File: src/sv/gbc_pkg.sv
package gbc_pkg;

  typedef enum logic [1:0] {
    CMD_TICK   = 2'd0,
    CMD_SAMPLE = 2'd1,
    CMD_CRED   = 2'd2
  } cmd_e;

  typedef enum logic [2:0] {
    MODE_WAIT_VEHICLE = 3'd0,
    MODE_WAIT_CRED    = 3'd1,
    MODE_OPEN         = 3'd2,
    MODE_CLOSING      = 3'd3,
    MODE_WAIT_EXIT    = 3'd4
  } mode_e;

  typedef enum logic [2:0] {
    EV_NONE    = 3'd0,
    EV_ARRIVED = 3'd1,
    EV_TIMEOUT = 3'd2,
    EV_GRANTED = 3'd3,
    EV_DENIED  = 3'd4,
    EV_CLOSING = 3'd5,
    EV_READY   = 3'd6
  } event_e;

  typedef enum logic [2:0] {
    REG_DETECT_DISTANCE    = 3'd0,
    REG_LEAVE_DISTANCE     = 3'd1,
    REG_LEAVE_CONFIRM      = 3'd2,
    REG_CREDENTIAL_WAIT_MS = 3'd3,
    REG_GUARD_MS           = 3'd4,
    REG_SETTLE_MS          = 3'd5,
    REG_OPEN_LIMIT_MS      = 3'd6
  } reg_idx_e;

  localparam int unsigned DistW  = 16;
  localparam int unsigned TimeW  = 16;
  localparam int unsigned CountW = 3;
  localparam int unsigned IdW    = 10;
  localparam int unsigned IdxW   = 3;
  localparam int unsigned DataW  = 16;

  localparam logic [DistW-1:0]  DetectDistanceRst   = 16'd300;
  localparam logic [DistW-1:0]  LeaveDistanceRst    = 16'd450;
  localparam logic [CountW-1:0] LeaveConfirmRst     = 3'd5;
  localparam logic [TimeW-1:0]  CredentialWaitMsRst = 16'd15000;
  localparam logic [TimeW-1:0]  GuardMsRst          = 16'd2000;
  localparam logic [TimeW-1:0]  SettleMsRst         = 16'd1000;
  localparam logic [TimeW-1:0]  OpenLimitMsRst      = 16'd8000;

  localparam logic [TimeW-1:0]  TicksMax = '1;
  localparam logic [CountW-1:0] FarMax   = '1;

  typedef struct packed {
    logic [DistW-1:0]  detect_distance;
    logic [DistW-1:0]  leave_distance;
    logic [CountW-1:0] leave_confirm;
    logic [TimeW-1:0]  credential_wait_ms;
    logic [TimeW-1:0]  guard_ms;
    logic [TimeW-1:0]  settle_ms;
    logic [TimeW-1:0]  open_limit_ms;
  } cfg_t;

  typedef struct packed {
    mode_e             mode;
    event_e            ev;
    logic              gate_up;
    logic [DistW-1:0]  event_value;
    logic [CountW-1:0] leave_count;
  } res_t;

endpackage

File: src/sv/gbc_in_if.sv
interface gbc_in_if;
  logic        valid;
  logic        ready;
  logic [1:0]  command;
  logic [15:0] distance_mm;
  logic        credential_ok;
  logic [9:0]  credential_id;

  modport source (output valid, command, distance_mm, credential_ok, credential_id,
                  input ready);
  modport sink (input valid, command, distance_mm, credential_ok, credential_id,
                output ready);
endinterface

File: src/sv/gbc_out_if.sv
interface gbc_out_if;
  logic        valid;
  logic        ready;
  logic [2:0]  mode;
  logic [2:0]  event_res;
  logic        gate_up;
  logic [15:0] event_value;
  logic [2:0]  leave_count;

  modport source (output valid, mode, event_res, gate_up, event_value, leave_count,
                  input ready);
  modport sink (input valid, mode, event_res, gate_up, event_value, leave_count,
                output ready);
endinterface

File: src/sv/gbc_cfg_if.sv
interface gbc_cfg_if;
  logic        valid;
  logic        ready;
  logic [2:0]  index;
  logic [15:0] data;

  modport source (output valid, index, data, input ready);
  modport sink (input valid, index, data, output ready);
endinterface

File: src/sv/gbc_cfg_regs.sv
module gbc_cfg_regs (
  input  logic                          clk_i,
  input  logic                          rst_ni,
  input  logic                          wr_en_i,
  input  logic [gbc_pkg::IdxW-1:0]      wr_idx_i,
  input  logic [gbc_pkg::DataW-1:0]     wr_data_i,
  output gbc_pkg::cfg_t                 cfg_o
);

  gbc_pkg::cfg_t cfg_q;

  always_ff @(posedge clk_i or negedge rst_ni) begin
    if (!rst_ni) begin
      cfg_q.detect_distance    <= gbc_pkg::DetectDistanceRst;
      cfg_q.leave_distance     <= gbc_pkg::LeaveDistanceRst;
      cfg_q.leave_confirm      <= gbc_pkg::LeaveConfirmRst;
      cfg_q.credential_wait_ms <= gbc_pkg::CredentialWaitMsRst;
      cfg_q.guard_ms           <= gbc_pkg::GuardMsRst;
      cfg_q.settle_ms          <= gbc_pkg::SettleMsRst;
      cfg_q.open_limit_ms      <= gbc_pkg::OpenLimitMsRst;
    end else if (wr_en_i) begin
      unique case (wr_idx_i)
        gbc_pkg::REG_DETECT_DISTANCE:    cfg_q.detect_distance    <= wr_data_i;
        gbc_pkg::REG_LEAVE_DISTANCE:     cfg_q.leave_distance     <= wr_data_i;
        gbc_pkg::REG_LEAVE_CONFIRM:
          cfg_q.leave_confirm <= wr_data_i[gbc_pkg::CountW-1:0];
        gbc_pkg::REG_CREDENTIAL_WAIT_MS: cfg_q.credential_wait_ms <= wr_data_i;
        gbc_pkg::REG_GUARD_MS:           cfg_q.guard_ms           <= wr_data_i;
        gbc_pkg::REG_SETTLE_MS:          cfg_q.settle_ms          <= wr_data_i;
        gbc_pkg::REG_OPEN_LIMIT_MS:      cfg_q.open_limit_ms      <= wr_data_i;
        default: ;
      endcase
    end
  end

  assign cfg_o = cfg_q;

endmodule

File: src/sv/gbc_core.sv
module gbc_core (
  input  logic                          clk_i,
  input  logic                          rst_ni,
  input  gbc_pkg::cfg_t                 cfg_i,
  input  logic                          accept_i,
  input  logic [1:0]                    command_i,
  input  logic [gbc_pkg::DistW-1:0]     distance_mm_i,
  input  logic                          credential_ok_i,
  input  logic [gbc_pkg::IdW-1:0]       credential_id_i,
  output gbc_pkg::res_t                 res_o
);

  gbc_pkg::mode_e              mode_q, mode_d;
  logic [gbc_pkg::TimeW-1:0]   ticks_q, ticks_d, ticks_inc;
  logic [gbc_pkg::CountW-1:0]  far_q, far_d, far_inc;
  logic                        open_q, open_d;
  logic                        cmd_known, is_tick, is_cred, sample, far_sample;
  logic                        cred_due, settle_due, arrive, confirm, open_leave;
  gbc_pkg::event_e             ev;
  logic [gbc_pkg::DistW-1:0]   value;

  always_comb begin
    is_tick    = (command_i == gbc_pkg::CMD_TICK);
    is_cred    = (command_i == gbc_pkg::CMD_CRED);
    cmd_known  = is_tick || is_cred || (command_i == gbc_pkg::CMD_SAMPLE);
    sample     = (command_i == gbc_pkg::CMD_SAMPLE) && (distance_mm_i != '0);
    ticks_inc  = (is_tick && ticks_q != gbc_pkg::TicksMax) ? ticks_q + 1'b1 : ticks_q;
    far_inc    = (far_q != gbc_pkg::FarMax) ? far_q + 1'b1 : far_q;
    far_sample = sample && (distance_mm_i > cfg_i.leave_distance);
    cred_due   = (ticks_inc >= cfg_i.credential_wait_ms);
    settle_due = (ticks_inc >= cfg_i.settle_ms);
    arrive     = sample && (distance_mm_i <= cfg_i.detect_distance);
    confirm    = far_sample && (far_inc >= cfg_i.leave_confirm);
    open_leave = sample && (ticks_inc >= cfg_i.guard_ms);
  end

  always_comb begin
    mode_d  = mode_q;
    ticks_d = ticks_q;
    far_d   = far_q;
    open_d  = open_q;
    if (cmd_known) begin
      ticks_d = ticks_inc;
      unique case (mode_q)
        gbc_pkg::MODE_WAIT_VEHICLE: begin
          if (arrive) begin
            ticks_d = '0;
            far_d   = '0;
            mode_d  = gbc_pkg::MODE_WAIT_CRED;
          end
        end
        gbc_pkg::MODE_WAIT_CRED: begin
          if (cred_due) begin
            far_d  = '0;
            mode_d = gbc_pkg::MODE_WAIT_EXIT;
          end else if (is_cred) begin
            far_d = '0;
            if (credential_ok_i) begin
              open_d  = 1'b1;
              ticks_d = '0;
              mode_d  = gbc_pkg::MODE_OPEN;
            end else begin
              mode_d = gbc_pkg::MODE_WAIT_EXIT;
            end
          end
        end
        gbc_pkg::MODE_OPEN: begin
          if (open_leave) begin
            far_d = '0;
            if (ticks_inc >= cfg_i.open_limit_ms) begin
              mode_d = gbc_pkg::MODE_WAIT_EXIT;
            end
          end
        end
        gbc_pkg::MODE_CLOSING: begin
          if (settle_due) begin
            mode_d = gbc_pkg::MODE_WAIT_VEHICLE;
          end
        end
        gbc_pkg::MODE_WAIT_EXIT: begin
          if (confirm) begin
            open_d  = 1'b0;
            ticks_d = '0;
            far_d   = '0;
            mode_d  = gbc_pkg::MODE_CLOSING;
          end else if (far_sample) begin
            far_d = far_inc;
          end else if (sample) begin
            far_d = '0;
          end
        end
        default: begin
          mode_d = gbc_pkg::MODE_WAIT_VEHICLE;
        end
      endcase
    end
  end

  always_comb begin
    ev    = gbc_pkg::EV_NONE;
    value = '0;
    if (cmd_known) begin
      unique case (mode_q)
        gbc_pkg::MODE_WAIT_VEHICLE: begin
          if (arrive) begin
            ev    = gbc_pkg::EV_ARRIVED;
            value = distance_mm_i;
          end
        end
        gbc_pkg::MODE_WAIT_CRED: begin
          if (cred_due) begin
            ev = gbc_pkg::EV_TIMEOUT;
          end else if (is_cred && credential_ok_i) begin
            ev    = gbc_pkg::EV_GRANTED;
            value = {{(gbc_pkg::DistW-gbc_pkg::IdW){1'b0}}, credential_id_i};
          end else if (is_cred) begin
            ev = gbc_pkg::EV_DENIED;
          end
        end
        gbc_pkg::MODE_CLOSING: begin
          if (settle_due) begin
            ev = gbc_pkg::EV_READY;
          end
        end
        gbc_pkg::MODE_WAIT_EXIT: begin
          if (confirm) begin
            ev = gbc_pkg::EV_CLOSING;
          end
        end
        default: ;
      endcase
    end
  end

  always_ff @(posedge clk_i or negedge rst_ni) begin
    if (!rst_ni) begin
      mode_q  <= gbc_pkg::MODE_WAIT_VEHICLE;
      ticks_q <= '0;
      far_q   <= '0;
      open_q  <= 1'b0;
    end else if (accept_i) begin
      mode_q  <= mode_d;
      ticks_q <= ticks_d;
      far_q   <= far_d;
      open_q  <= open_d;
    end
  end

  assign res_o.mode         = mode_d;
  assign res_o.ev           = ev;
  assign res_o.gate_up      = open_d;
  assign res_o.event_value  = value;
  assign res_o.leave_count  = far_d;

endmodule

File: src/sv/gate_barrier_controller.sv
// Access-gate barrier controller.
// in_i carries one item per transfer: a 1 ms tick, a distance sample or a
// credential result, selected by command. out_o returns exactly one result
// per input item, in order: mode after the item, event code, barrier drive
// level, event value and the current far-sample count.
// cfg_i writes one of seven timing/threshold registers by index; it is
// always ready and is meant to be used only while no result is pending.
// Latency: the result of an item is presented on out_o in the cycle after
// its transfer. Throughput: one item per cycle while out_o is not stalled,
// set by the single result register behind the controller state update.
// When the receiver stalls, the result register holds its contents and
// in_i.ready stays high only if that register is drained in the same cycle.
// Reset puts the controller in the wait-vehicle mode with the barrier
// closed, counters cleared, registers at their defaults and no result held.
module gate_barrier_controller (
  input  logic      clk_i,
  input  logic      rst_ni,
  gbc_in_if.sink    in_i,
  gbc_out_if.source out_o,
  gbc_cfg_if.sink   cfg_i
);

  gbc_pkg::cfg_t cfg;
  gbc_pkg::res_t res, res_q;
  logic          out_valid_q, accept;

  assign cfg_i.ready = 1'b1;

  gbc_cfg_regs u_cfg_regs (
    .clk_i     (clk_i),
    .rst_ni    (rst_ni),
    .wr_en_i   (cfg_i.valid),
    .wr_idx_i  (cfg_i.index),
    .wr_data_i (cfg_i.data),
    .cfg_o     (cfg)
  );

  assign in_i.ready = !out_valid_q || out_o.ready;
  assign accept     = in_i.valid && in_i.ready;

  gbc_core u_core (
    .clk_i           (clk_i),
    .rst_ni          (rst_ni),
    .cfg_i           (cfg),
    .accept_i        (accept),
    .command_i       (in_i.command),
    .distance_mm_i   (in_i.distance_mm),
    .credential_ok_i (in_i.credential_ok),
    .credential_id_i (in_i.credential_id),
    .res_o           (res)
  );

  always_ff @(posedge clk_i or negedge rst_ni) begin
    if (!rst_ni) begin
      out_valid_q <= 1'b0;
    end else if (in_i.ready) begin
      out_valid_q <= in_i.valid;
    end
  end

  always_ff @(posedge clk_i) begin
    if (accept) begin
      res_q <= res;
    end
  end

  assign out_o.valid        = out_valid_q;
  assign out_o.mode         = res_q.mode;
  assign out_o.event_res    = res_q.ev;
  assign out_o.gate_up      = res_q.gate_up;
  assign out_o.event_value  = res_q.event_value;
  assign out_o.leave_count  = res_q.leave_count;

endmodule

File: src/flat_wrapper.sv
// flat-port wrapper written by rule: the top's interface ports become plain ports
module gate_barrier_controller_flat 
  (clk_i, rst_ni, in_i_valid, in_i_command, in_i_distance_mm, in_i_credential_ok, in_i_credential_id, in_i_ready, out_o_valid, out_o_mode, out_o_event_res, out_o_gate_up, out_o_event_value, out_o_leave_count, out_o_ready, cfg_i_valid, cfg_i_index, cfg_i_data, cfg_i_ready);
  gbc_in_if in_i_i ();
  gbc_out_if out_o_i ();
  gbc_cfg_if cfg_i_i ();
  input  logic clk_i;
  input  logic rst_ni;
  input wire logic [$bits(in_i_i.valid)-1:0] in_i_valid;
  input wire logic [$bits(in_i_i.command)-1:0] in_i_command;
  input wire logic [$bits(in_i_i.distance_mm)-1:0] in_i_distance_mm;
  input wire logic [$bits(in_i_i.credential_ok)-1:0] in_i_credential_ok;
  input wire logic [$bits(in_i_i.credential_id)-1:0] in_i_credential_id;
  output wire logic [$bits(in_i_i.ready)-1:0] in_i_ready;
  output wire logic [$bits(out_o_i.valid)-1:0] out_o_valid;
  output wire logic [$bits(out_o_i.mode)-1:0] out_o_mode;
  output wire logic [$bits(out_o_i.event_res)-1:0] out_o_event_res;
  output wire logic [$bits(out_o_i.gate_up)-1:0] out_o_gate_up;
  output wire logic [$bits(out_o_i.event_value)-1:0] out_o_event_value;
  output wire logic [$bits(out_o_i.leave_count)-1:0] out_o_leave_count;
  input wire logic [$bits(out_o_i.ready)-1:0] out_o_ready;
  input wire logic [$bits(cfg_i_i.valid)-1:0] cfg_i_valid;
  input wire logic [$bits(cfg_i_i.index)-1:0] cfg_i_index;
  input wire logic [$bits(cfg_i_i.data)-1:0] cfg_i_data;
  output wire logic [$bits(cfg_i_i.ready)-1:0] cfg_i_ready;
  assign in_i_i.valid = in_i_valid;
  assign in_i_i.command = in_i_command;
  assign in_i_i.distance_mm = in_i_distance_mm;
  assign in_i_i.credential_ok = in_i_credential_ok;
  assign in_i_i.credential_id = in_i_credential_id;
  assign in_i_ready = in_i_i.ready;
  assign out_o_valid = out_o_i.valid;
  assign out_o_mode = out_o_i.mode;
  assign out_o_event_res = out_o_i.event_res;
  assign out_o_gate_up = out_o_i.gate_up;
  assign out_o_event_value = out_o_i.event_value;
  assign out_o_leave_count = out_o_i.leave_count;
  assign out_o_i.ready = out_o_ready;
  assign cfg_i_i.valid = cfg_i_valid;
  assign cfg_i_i.index = cfg_i_index;
  assign cfg_i_i.data = cfg_i_data;
  assign cfg_i_ready = cfg_i_i.ready;
  gate_barrier_controller u_core (.clk_i(clk_i), .rst_ni(rst_ni), .in_i(in_i_i), .out_o(out_o_i), .cfg_i(cfg_i_i));
endmodule
File: config.mk
export PLATFORM = sky130hd
export DESIGN_NAME = gate_barrier_controller_flat
export DESIGN_NICKNAME = d
export VERILOG_FILES = /design/src/sv/gbc_pkg.sv /design/src/sv/gbc_in_if.sv /design/src/sv/gbc_out_if.sv /design/src/sv/gbc_cfg_if.sv /design/src/sv/gbc_cfg_regs.sv /design/src/sv/gbc_core.sv /design/src/sv/gate_barrier_controller.sv /design/src/flat_wrapper.sv
export SDC_FILE = /design/constraint.sdc
export NUM_CORES = 1
export LEC_CHECK = 0
export BUFFER_PORTS_ARGS = -buffer_cell sky130_fd_sc_hd__buf_2
export CORE_MARGIN = 10
export CORE_UTILIZATION = 60
export CTS_BUF_LIST = sky130_fd_sc_hd__clkbuf_8
export DETAILED_ROUTE_END_ITERATION = 8
export PLACE_DENSITY = 0.8
export SLEW_MARGIN = 10
export SYNTH_ARGS = -nofsm -noshare
export SYNTH_HDL_FRONTEND = slang
export SYNTH_SLANG_ARGS = --single-unit
File: constraint.sdc
create_clock -name clk_i -period 4.35 [get_ports clk_i]
set_input_delay 0.87 -clock clk_i [delete_from_list [all_inputs] [get_ports clk_i]]
set_output_delay 0.87 -clock clk_i [all_outputs]
set_load 0.05 [all_outputs]
======== Word level (Yosys, flattened, before mapping) ========
Cells that the tools add are included.
cells by class
  $add $sub $neg .......................... 2
  muxes and demuxes ....................... 44
  order comparisons ....................... 7
  eq/ne operators ......................... 14
  reductions and logical operators ........ 24
operator list
  kind                     count
  $mux W16                 7
  $mux W3                  23
  $ge A16 B16 Y1           4
  $pmux W16 S3             1
  $pmux W16 S2             1
  $pmux W3 S4              2
  $mux W10                 2
  $add A16 B1 Y16 const B  1
  $gt A16 B16 Y1           1
  $le A16 B16 Y1           1
  $ne A16 B16 Y1 const B   1
  $reduce_and A2 Y1        8
  $reduce_bool A16 Y1      1
  $pmux W3 S5              1
  $eq A3 B2 Y1 const B     4
  $eq A3 B3 Y1 const B     4
  $logic_and A1 B1 Y1      8
  $eq A3 B1 Y1 const B     2
  $logic_not A3 Y1         2
  $mux W1                  6
  $add A3 B1 Y3 const B    1
  $ge A3 B3 Y1             1
  $logic_or A1 B1 Y1       3
  $ne A3 B3 Y1 const B     1
  other kinds (5)          5
storage, ports and cells
  output and inout port bits .............. 29
  flip-flop bits (word level) ............. 149

======== Depth between registers and ports, before layout ========
  word-level depth ........................ 8
  depth in mapped cells ................... 16

======== Hierarchy ========
From an unflattened synthesis, not the netlist that was laid out.
second synthesis, totals
  cell total of the unflattened synthesis .. 836
  area, all modules ....................... 9160.0 um^2
by module, submodules not included
  module                   area each (um^2)  cells each  instances
  gbc_core                 4433.0            587         1
  gbc_cfg_regs             3881.2            217         1
  gate_barrier_controller  845.8             32          1

======== Least setup slack after synthesis ========
No wires, ideal clock.
  path type ............................... flip-flop to flip-flop
  start point ............................. reg u_core.u_core.ticks_q[10] (netlist bit)
  end point ............................... reg u_core.u_core.ticks_q[12] (netlist bit)
  setup time .............................. 0.137 ns
  stages on the path, launching flop included .. 17
  slack ................................... 0.391 ns
  path buffers ............................ 2
  data required time ...................... 4.213 ns
  period minus slack after synthesis ...... 3.959 ns
  arrival time ............................ 3.822 ns
  cells stage by stage .................... dfrtp_1 clkbuf_1 and4_1 and4_4 a2111oi_4 and3_1 nand3_1 xnor2_1 ha_1 a21oi_1 nor3_1 or4_4 a21oi_1 a31oi_1 nor3_4 buf_6 a21oi_1
on the way
  word-level cells in the longest chain between the ends .. 7
ends and longest elaborated chain
  item                                                     line             text
  start, declared                                          gbc_core.sv:14   logic [gbc_pkg::TimeW-1:0] ticks_q, ticks_d, ticks_inc;
  start signal, assigned                                   gbc_core.sv:143  ticks_q <= ticks_d;
  branches (longest 2 deep; another with $add A16 B1 Y16)  n/a
  $mux W16 (*)                                             gbc_core.sv:27   ticks_inc = (is_tick && ticks_q != gbc_pkg::TicksMax) ? ticks_q + 1'b1 : ticks_q;
  branches (longest 3 deep; another with $ge A16 B16 Y1)   n/a
  $pmux W16 S3 (*)                                         gbc_core.sv:44   unique case (mode_q)
Every way passes the cells marked *.
A chain may end at the register's enable or synchronous reset.

==> flow_summary.toml <==
[setup_path]
timing.setup.critical_path_class = "reg -> reg"
crit-reg2reg-capture = "u_core.out_o.mode[0]$_DFFE_PP_"
timing.critical_path.to_type = "flop"
setup.worst_path.start = "u_core.u_core.ticks_q[0]$_DFFE_PN0P_"
crit_fanout = 5
rrSetupSlack_ns = 0.17
critical_path.startpoint_type = "flop"
worstRegToRegCells = 15
regToRegStartpoint = "u_core.u_core.ticks_q[0]$_DFFE_PN0P_"
cp.arrival_ns = 4.53
cp-endpoint = "u_core.out_o.mode[0]$_DFFE_PP_"
cp.required_ns = 4.70

[die]
row_count = 44
die_w_um = 142.8
design.die.area_um2 = 20390
ioPinCount = 82
die_height_um = 142.8
core_um2 = 14640
initial_core_util_pct = 61.79

[layout]
area.growth.synth_to_final_pct = 14.27
final_cell_area_um2 = 10340
finalNetCount = 1156
drive_above_1_share_pct = 26.21
mostFrequentLayoutCells = "105 x sky130_fd_sc_hd__inv_1, 100 x sky130_fd_sc_hd__ha_1, 89 x sky130_fd_sc_hd__nand2_1, 88 x sky130_fd_sc_hd__dfrtp_1, 79 x sky130_fd_sc_hd__buf_2"
final_common_cell = "sky130_fd_sc_hd__inv_1"

[yosys]
syn-cell-area_um2 = 9049
synth_async_sr_flop_share_pct = 82.55
synth_top_area_share_pct = 24.34
netlist_instances = 898
yosys-top-cells-area = "sky130_fd_sc_hd__dfrtp_1 24%, sky130_fd_sc_hd__ha_1 14%, sky130_fd_sc_hd__dfstp_2 10%"
seq_cells_post_synth = 149
synth-edff-count = 26
yosysTopAreaCell = "sky130_fd_sc_hd__dfrtp_1"
synth.yosys.seq_area_share_pct = 43.13
post_synthesis_area_per_instance_um2 = 10.08
postSynthNetCount = 1052
yosys_warnings = 0
yosys_most_used_dff = "sky130_fd_sc_hd__dfrtp_1"
yosys.cell_types.count = 65

[global_route]
busiest_layer = "met2"
global_route_wire_length_before_repair_mm = 35.42
met1_usage_in_global_routing_pct = 27.18
grt_util_overall_pct = 22.02
first_global_vias = 7080
gr-usage-met2_pct = 35.75
grt_use_met3_pct = 4.743
grt_antenna_before_repair = 1
global_route.overflow_total = 0
grt_start_max_net_pins = 66

[placed_design]
gpl.final_weighted_congestion = 0.9528
numPortBuffers = 80
placedInstanceArea_um2 = 9876
hpwl_mm = 16.79

[pwr]
ir_worst_vdd_uv = 308.7
static-leakage-power_nw = 4.835
cellPowerDensity_nw_per_um2 = 425.7

[sta]
tightestPinTransition_ns = 1.227
highest_achievable_clock_rate_ghz = 0.2394
setup-tns-final_ns = 0
skew_ns = 0.01150
setup_viol = 0
timing_hold_violations_final = 0
slew_violations = 0
post-route-period-util_pct = 96.03
timing.max_slew.rel_slack_pct = 18.22
fin_crit_ns = 4.177
grt_setup_unrepaired = "false"

[detailed_routing]
postRouteWirelength_mm = 22.13
post-route-drc-count = 0
detailedRoute.firstIterationViolations = 509
total_via_count_after_detailed_routing = 7096
detail_route.first_pass.iterations = 6
route.detailed.wl_per_inst_um = 18.42
viasPerCell = 5.908
final_antenna_net_count = 0

[hold_path]
hp-class = "in -> async"

[cts]
clock-sinks = 149
buffers_from_clock_root_to_sink_at_most = 2
clock_latency_ns = 0.47
htree_num_levels = 4
tritoncts.num_buffers = 17
clkTransAtPathRegs_ns = 0.08
clock-root-buffer = "sky130_fd_sc_hd__clkbuf_8"
cts_tree = "built"
cts-hold-fix-buffers = 0

[run]
drv.max_cap_violation_count = 0

[outcome]
outcome = "finished clean"
[registers in the layout (all words and copies together), names as in the netlist]
name and count:
u_core.out_o.valid 1, u_core.u_core.mode_q 3, u_core.out_o.gate_up 1, u_core.u_cfg_regs.cfg_o 99
u_core.out_o.mode 3, u_core.u_core.open_q 1, u_core.u_core.ticks_q 16, u_core.u_core.far_q 3
u_core.out_o.event_value 16, u_core.out_o.leave_count 3, u_core.out_o.event_res 3
[cell families after synthesis]
logic type | count (synthesis) | synth area share [%]
compound gates | 194 | 14.39
xor+xnor | 25 | 2.420
fa+ha+maj | 101 | 13.97
buf+inv | 140 | 6.029
flops | 149 | 43.13
mux | 58 | 7.190
other cells | 1 | 0.04144
simple gates | 230 | 12.83
[stage by stage]
| stage | total power (W) | utilization, % | std cells | hold WS, ns | worst slack [ns] |
|---|---|---|---|---|---|
| after global routing | 0.004663 | 70.59 | 1200 | 0.5137 | 0.04534 |
| after detailed placement | 0.003256 | 67.44 | 1166 | 0.4936 | 0.06439 |
| after CTS | 0.004392 | 70.26 | 1198 | 0.4840 | 0.1118 |
| final | 0.004402 | 70.61 | 1201 | 0.4755 | 0.1725 |
| after floorplan | 0.002804 | - | 898 | 0.4776 | 0.3914 |
| after global placement | 0.003198 | 67.44 | 1166 | 0.4867 | 0.09149 |
[cell type report]
class / instances / area (µm²)
well taps: 184 / 230.2
diodes: 2 / 5.005
clock inverters: 15 / 178.9
inverters: 105 / 394.1
repair buffers: 120 / 740.7
multi-input cells: 609 / 4654
flip-flops and latches: 149 / 3902
clock buffers: 17 / 234.0
fillers: 1104 / 4304
[power by group]
group | internal [W] | switching [W]
sequential | 0.00172 | 0.000149
combinational | 0.000562 | 0.000834
clock | 0.000572 | 0.000565
[worst min path at each step]
| stage | from | endpoint | slack (ns) | cells past startpoint |
|---|---|---|---|---|
| floorplan | u_core.u_cfg_regs.cfg_o[68]$_DFFE_PN1P_ | u_core.u_cfg_regs.cfg_o[68]$_DFFE_PN1P_ | 0.48 | 2 |
| global route | rst_ni | u_core.u_cfg_regs.cfg_o[56]$_DFFE_PN0P_ | 0.51 | 1 |
| finish | rst_ni | u_core.u_cfg_regs.cfg_o[56]$_DFFE_PN0P_ | 0.48 | 1 |
| global placement | u_core.u_cfg_regs.cfg_o[49]$_DFFE_PN0P_ | u_core.u_cfg_regs.cfg_o[49]$_DFFE_PN0P_ | 0.49 | 1 |
| CTS | rst_ni | u_core.u_cfg_regs.cfg_o[1]$_DFFE_PN0P_ | 0.48 | 1 |
| detailed placement | u_core.u_cfg_regs.cfg_o[29]$_DFFE_PN0P_ | u_core.u_cfg_regs.cfg_o[29]$_DFFE_PN0P_ | 0.49 | 1 |
[critical path, stage by stage, from the launching register on]
cell	delay, ns
sky130_fd_sc_hd__dfrtp_1	0.44
sky130_fd_sc_hd__ha_2	0.24
sky130_fd_sc_hd__and4_4	0.21
sky130_fd_sc_hd__a2111oi_4	0.33
sky130_fd_sc_hd__buf_4	0.19
sky130_fd_sc_hd__nand3_1	0.13
sky130_fd_sc_hd__xnor2_1	0.33
sky130_fd_sc_hd__buf_4	0.19
sky130_fd_sc_hd__ha_1	0.23
sky130_fd_sc_hd__a21oi_1	0.14
sky130_fd_sc_hd__o21ai_0	0.14
sky130_fd_sc_hd__a221o_1	0.38
sky130_fd_sc_hd__a2111oi_0	0.63
sky130_fd_sc_hd__a21o_1	0.18
sky130_fd_sc_hd__a211o_1	0.13
sky130_fd_sc_hd__mux2_2	0.15
[timing repair]
item / CTS / global route
endpoints found under the setup margin: 0 / 31
gates resized for setup: 0 / 11
buffers inserted: 0 / 1
[metal layers]
layer	up-vias	share of wire [%]
met5	-	0
met4	0	3.3
met3	59	6.7
met2	228	47
met1	3410	43
li1	3399	-
[Yosys cell counts (15+ instances only)]
| cell | n |
|---|---|
| sky130_fd_sc_hd__dfstp_2 | 35 |
| sky130_fd_sc_hd__nand4_1 | 18 |
| sky130_fd_sc_hd__o21ai_0 | 69 |
| sky130_fd_sc_hd__nand2_1 | 89 |
| sky130_fd_sc_hd__edfxtp_1 | 26 |
| sky130_fd_sc_hd__dfrtp_1 | 88 |
| sky130_fd_sc_hd__nor3_1 | 17 |
| sky130_fd_sc_hd__mux2_2 | 56 |
| sky130_fd_sc_hd__inv_1 | 105 |
| sky130_fd_sc_hd__nor2_1 | 26 |
| sky130_fd_sc_hd__a21oi_1 | 47 |
| sky130_fd_sc_hd__xnor2_1 | 15 |
| sky130_fd_sc_hd__clkbuf_1 | 31 |
| sky130_fd_sc_hd__nand3_1 | 18 |
| sky130_fd_sc_hd__ha_1 | 101 |
Note: power is estimated with default switching activity, not from simulation.
